--- src/hw/rtl/pctsel_pkg.sv ---
// types and constants of the percentile select block
package pctsel_pkg;

	localparam int OP_W      = 2;
	localparam int PCT_W     = 7;
	localparam int PORT_W    = 32;
	localparam int STATUS_W  = 2;

	typedef enum logic [OP_W-1:0] {
		OP_CLEAR = 2'd0,
		OP_LOAD  = 2'd1,
		OP_QUERY = 2'd2
	} op_t;

	typedef enum logic [STATUS_W-1:0] {
		ST_OK    = 2'd0,
		ST_EMPTY = 2'd1,
		ST_FULL  = 2'd2
	} status_t;

	typedef enum logic [2:0] {
		S_IDLE,
		S_SHIFT,
		S_PLACE,
		S_QRANK,
		S_QREAD,
		S_QDATA,
		S_FINISH
	} state_t;

	typedef struct packed {
		logic lo;
		logic hi;
	} rank_flags_t;

endpackage

--- src/hw/rtl/pctsel_rank.sv ---
// rank position pipeline: percent times count, then divide by 100
module pctsel_rank #(
	parameter int CNT_W = 11,
	parameter int IDX_W = 10
) (
	input  logic                           clk,
	input  logic [pctsel_pkg::PCT_W-1:0]   percent,
	input  logic [CNT_W-1:0]               count,
	output pctsel_pkg::rank_flags_t        flags,
	output logic [IDX_W-1:0]               pos
);

	localparam int PN_W = pctsel_pkg::PCT_W + CNT_W;
	localparam int K    = PN_W + 7;
	localparam logic [63:0] RECIP = ((64'd1 << K) + 64'd99) / 64'd100;
	localparam int PR_W = 2 * PN_W + 1;

	logic [PN_W-1:0]  pn_s1;
	logic [CNT_W-1:0] n_s1;
	logic [PN_W:0]    hundred_n;
	logic [PN_W:0]    pn_plus;
	logic [PR_W-1:0]  prod;
	logic [PR_W-1:0]  quot;

	pctsel_pkg::rank_flags_t flags_s2;
	logic [IDX_W-1:0]        pos_s2;

	assign hundred_n = (PN_W+1)'(n_s1) * (PN_W+1)'(100);
	assign pn_plus   = (PN_W+1)'(pn_s1) + (PN_W+1)'(50);
	assign prod      = PR_W'(pn_s1) * PR_W'(RECIP[PN_W:0]);
	assign quot      = prod >> K;

	always_ff @(posedge clk) begin
		pn_s1 <= PN_W'(percent) * PN_W'(count);
		n_s1  <= count;
	end

	always_ff @(posedge clk) begin
		flags_s2.lo <= pn_s1 <= PN_W'(50);
		flags_s2.hi <= pn_plus >= hundred_n;
		pos_s2      <= quot[IDX_W-1:0];
	end

	assign flags = flags_s2;
	assign pos   = pos_s2;

endmodule

--- config.mk ---
export PLATFORM = sky130hd
export DESIGN_NAME = pctsel_rank
export DESIGN_NICKNAME = d
export VERILOG_FILES = /design/src/hw/rtl/pctsel_pkg.sv /design/src/hw/rtl/pctsel_rank.sv
export SDC_FILE = /design/constraint.sdc
export NUM_CORES = 1
export LEC_CHECK = 0
export BUFFER_PORTS_ARGS = -buffer_cell sky130_fd_sc_hd__buf_2
export CORE_UTILIZATION = 50
export CTS_CLUSTER_SIZE = 14
export DETAILED_ROUTE_END_ITERATION = 12
export HOLD_SLACK_MARGIN = 0.05
export PLACE_DENSITY = 0.66
export SYNTH_ARGS = -nofsm -noshare
export SYNTH_HDL_FRONTEND = slang
export SYNTH_SLANG_ARGS = --single-unit
--- constraint.sdc ---
create_clock -name clk -period 4.9 [get_ports clk]
set_input_delay 0.49 -clock clk [delete_from_list [all_inputs] [get_ports clk]]
set_output_delay 0.49 -clock clk [all_outputs]
set_load 0.02 [all_outputs]
# Word level (Yosys, flattened, before mapping)
# Index checks and enable logic that the tools add are counted.
# totals
ramBits,0
latchBits,0
mem_bits_ro,0
input_bits,19
memories,0
reg_bits,41
wordCells,11
# op_classes
n_eq_ne,0
bitwise,0
n_div,0
multipliers,3
n_mux,0
n_reduce_logical,0
magnitude_cmp,2
n_shift,0
n_addsub,1
# ops
cell,count
multiplier 18 x 19 -> 35 bit (second input constant),1
adder 18 x 6 -> 19 bit (second input constant),1
greater-or-equal comparator 19 x 18 -> 1 bit,1
less-or-equal comparator 18 x 6 -> 1 bit (second input constant),1
multiplier 7 x 11 -> 18 bit,1
multiplier 11 x 5 -> 16 bit (second input constant),1

# Logic depth before layout (Yosys ltp)
# logic_depth
depth_word,2
mapped_depth,20

# Worst setup path after synthesis
# No wires, ideal clock.
# synth_path
kind,reg2reg
from,register pn_s1[16]
to,"register pos_s2[1], in the netlist pos[1]"
required_ps,4779
stages_incl_launch_ff,17
t_arrival_ps,5244
slack_ps,-465
path_buffers,0
cell_sequence,dfxtp_1 fa_1 fa_1 fa_1 fa_1 fa_1 inv_1 fa_1 inv_1 ha_1 and3_4 and4_4 a2111oi_4 o221a_2 nor2_2 a21o_1 xor2_1
# synth_via
elab_chain_cells,1
# synth_rtl
element,line_no,text
start: declaration,pctsel_rank.sv:18,logic [PN_W-1:0] pn_s1;
start signal: assignment,pctsel_rank.sv:34,pn_s1 <= PN_W'(percent) * PN_W'(count);
multiplier 18 x 19 -> 35 bit,pctsel_rank.sv:30,assign prod = PR_W'(pn_s1) * PR_W'(RECIP[PN_W:0]);
net prod[26],pctsel_rank.sv:22,logic [PR_W-1:0] prod;
end signal: assignment,pctsel_rank.sv:41,pos_s2 <= quot[IDX_W-1:0];
end: declaration,pctsel_rank.sv:26,logic [IDX_W-1:0] pos_s2;
# The timed path passes the listed nets, and every way through them passes these cells.

# Final worst setup path
# layout_path
from,register pn_s1[16]
to,"register pos_s2[5], in the netlist pos[5]"
# Same word-level chain as after synthesis.

==> results.toml <==
[timing]
worst_slew_pin_slew_ns = 0.732
rsz0062_at_grt = "yes"
fin_skew_ns = 0.00985
fin_crit_ns = 5.18
relSlewSlack_pct = 50.7
setup_viol = 10
finalHoldViolCount = 0
max_clock_freq_ghz = 0.193
setup_ws_ns = -0.276
min_period_over_period_pct = 106
slew_viol_final = 0

[die]
fp.dieH_um = 146
coreArea_mm2 = 0.0203
row_count = 52
initial_core_util_pct = 51.2
dieArea_mm2 = 0.0214
pin_count = 31
dieWidth_um = 146

[synth]
netlist_instances = 1089
ys.flop_type = "dfxtp_1"
synth_commonest_cells = "288 x inv_1, 243 x ha_1, 166 x fa_1"
syn_area_per_cell_um2 = 9.55
synth_most_common_cell = "inv_1"
syn-num-nets = 1517
ys_ff_latch = 41
synth_top_cell_by_area = "fa_1"
synth_cell_types = 53
ys_async_sr_fraction_pct = 0
synth_top_area_share_pct = 32.0
ys_seq_area_share_pct = 7.89
netlist_area_mm2 = 0.0104
synth_edf_count = 0
synth_area_leaders = "fa_1 32%, ha_1 29%, inv_1 10%, dfxtp_1 7.9%, xnor2_1 3.3%"
ys_warn_count = 0

[clock_tree]
cts_sinks = 41
worstSkewPairLatency_ns = 0.30
cts_root_buf = "clkbuf_16"
numCtsBuffers = 5
postCtsHoldBufs = 0
path_clk_slew_ns = 0.07
cts_max_path_buffers = 2
cts_tree = "done"
htreeDepth = 2

[min_path]
hold_class = "input port to flop"

[drt]
routed_wl_mm = 23.6
drc = 0
routedWlPerCell_um = 15.7
via_per_inst = 5.07
num_vias = 7609
dr.first_iter.drc_count = 387
antenna_left = 0
drt-pass1-iter-count = 4

[layout]
layout-drive-gt1-share_pct = 19.6
area_growth_pct = 18.7
fillers = 1783
n_antenna_cell = 0
instances_no_fill = 1500
nets = 1657

[global_route]
antenna_found_initial = 0
grt_pass1_wl_mm = 39.7
grt_max_degree = 15
use_met3_pct = 1.72
first_global_vias = 8085
grt_remaining_overflow = 0
grt_use_met2_pct = 40.1
top_usage_layer = "met2"
grtUsageTotal_pct = 23.7
grt_util_met1_pct = 33.3

[status]
violations = "setup timing"
outcome = "finished, violations left"

[place]
gp_congestion = 0.928
dpl.hpwl_mm = 21.0
placedCellCount = 1481
portBuffers = 30

[worst_setup_path]
worstPathArrival_ns = 5.39
crit_fanout = 3
critPathCaptureType = "flop"
cp.required_ns = 5.11
worstSetupStartpointType = "flop"
critical_path_class = "flop to flop"
reg2reg_slack_ns = -0.28

[run]
drv_cap = 0
-- worst max-delay path, stage by stage (launching register included) --
cell and delay, ns:
dfxtp_4 0.36, fa_2 0.60, fa_1 0.46, fa_2 0.59
fa_2 0.43, fa_1 0.49, inv_1 0.05, fa_1 0.49
inv_2 0.04, ha_4 0.26, and3_4 0.17, buf_6 0.09
nand4_1 0.12, o311ai_4 0.43, o21ai_4 0.12, a211o_1 0.30
o311ai_1 0.08
-- state kept, by name (all words and copies together) (netlist names) --
signal	flops
pos	10
pn_s1	18
n_s1	11
flags	2
-- layout make-up --
type	count	area (µm²)	area share (%)
multi-input cells	753	8900	72.1
inverters	288	1080	8.78
repair buffers	140	995	8.06
flip-flops and latches	41	870	7.04
well taps	270	338	2.74
clock buffers	6	150	1.22
clock inverters	2	13.8	0.111
-- per-stage QoR --
step | cell area, µm² | setup TNS, ns | hold slack (ns) | utilization [%] | setup slack [ns]
after CTS | 12100 | -1.89 | 0.400 | 59.8 | -0.290
after global placement | 11700 | -2.66 | 0.719 | 57.7 | -0.451
after floorplan | 10500 | -0.303 | 0.518 | - | -0.0882
after global routing | 12300 | -3.28 | 0.408 | 60.8 | -0.414
final | 12300 | -1.83 | 0.406 | 60.8 | -0.276
after detailed placement | 11700 | -3.16 | 0.720 | 57.7 | -0.503
-- cells by family (layout without fill, tap and decap cells) --
kind of cell | count (synthesis) | in the layout | synth area share [%]
fa+ha+maj | 409 | 409 | 61.2
simple gates | 179 | 179 | 8.29
xor+xnor | 51 | 51 | 4.30
compound gates | 114 | 114 | 7.67
flops | 41 | 41 | 7.89
buf+inv | 295 | 436 | 10.6
-- layer usage --
layer,up-vias,share of wire (%)
met1,3787,47
met3,17,1.9
met5,-,0
li1,3721,-
met2,84,49
met4,0,1.2
-- cells in the final DEF (no fill, tap or decap), types with 3 or more instances in the layout --
| cell type | Yosys | final |
|---|---|---|
| a21o_1 | 19 | 19 |
| a21oi_1 | 28 | 22 |
| a21oi_2 | 2 | 8 |
| a31oi_1 | 4 | 3 |
| and2_1 | 26 | 26 |
| and3_1 | 3 | 3 |
| buf_2 | 0 | 30 |
| buf_4 | 0 | 105 |
| buf_6 | 0 | 5 |
| clkbuf_16 | 0 | 6 |
| dfxtp_1 | 41 | 26 |
| dfxtp_2 | 0 | 3 |
| dfxtp_4 | 0 | 12 |
| fa_1 | 166 | 157 |
| fa_2 | 0 | 9 |
| ha_1 | 243 | 219 |
| ha_4 | 0 | 23 |
| inv_1 | 288 | 271 |
| inv_2 | 0 | 16 |
| nand2_1 | 75 | 73 |
| nand2b_1 | 3 | 3 |
| nand3_1 | 11 | 11 |
| nand3b_1 | 3 | 3 |
| nand4_1 | 9 | 9 |
| nor2_1 | 26 | 25 |
| nor2b_1 | 5 | 5 |
| nor3_1 | 8 | 8 |
| o211ai_1 | 5 | 5 |
| o21a_1 | 12 | 12 |
| o21ai_0 | 17 | 15 |
| xnor2_1 | 39 | 39 |
| xor2_1 | 12 | 12 |
-- repair_timing --
item	in CTS	in global routing
endpoints found under the setup margin	10	10
resized for setup	45	29
setup buffers	6	6
pin swaps	39	37
-- final timing paths --
kind              from        to  cells past startpoint
min           count[0]   n_s1[0]                      1
max          pn_s1[16]    pos[5]                     16
min reg2reg   pn_s1[6]  flags[1]                      4
max reg2reg  pn_s1[16]    pos[5]                     16
Power is left out: the tool's default activity adds up to more than one toggle a clock period on the data nets, which glitch-free logic cannot reach.
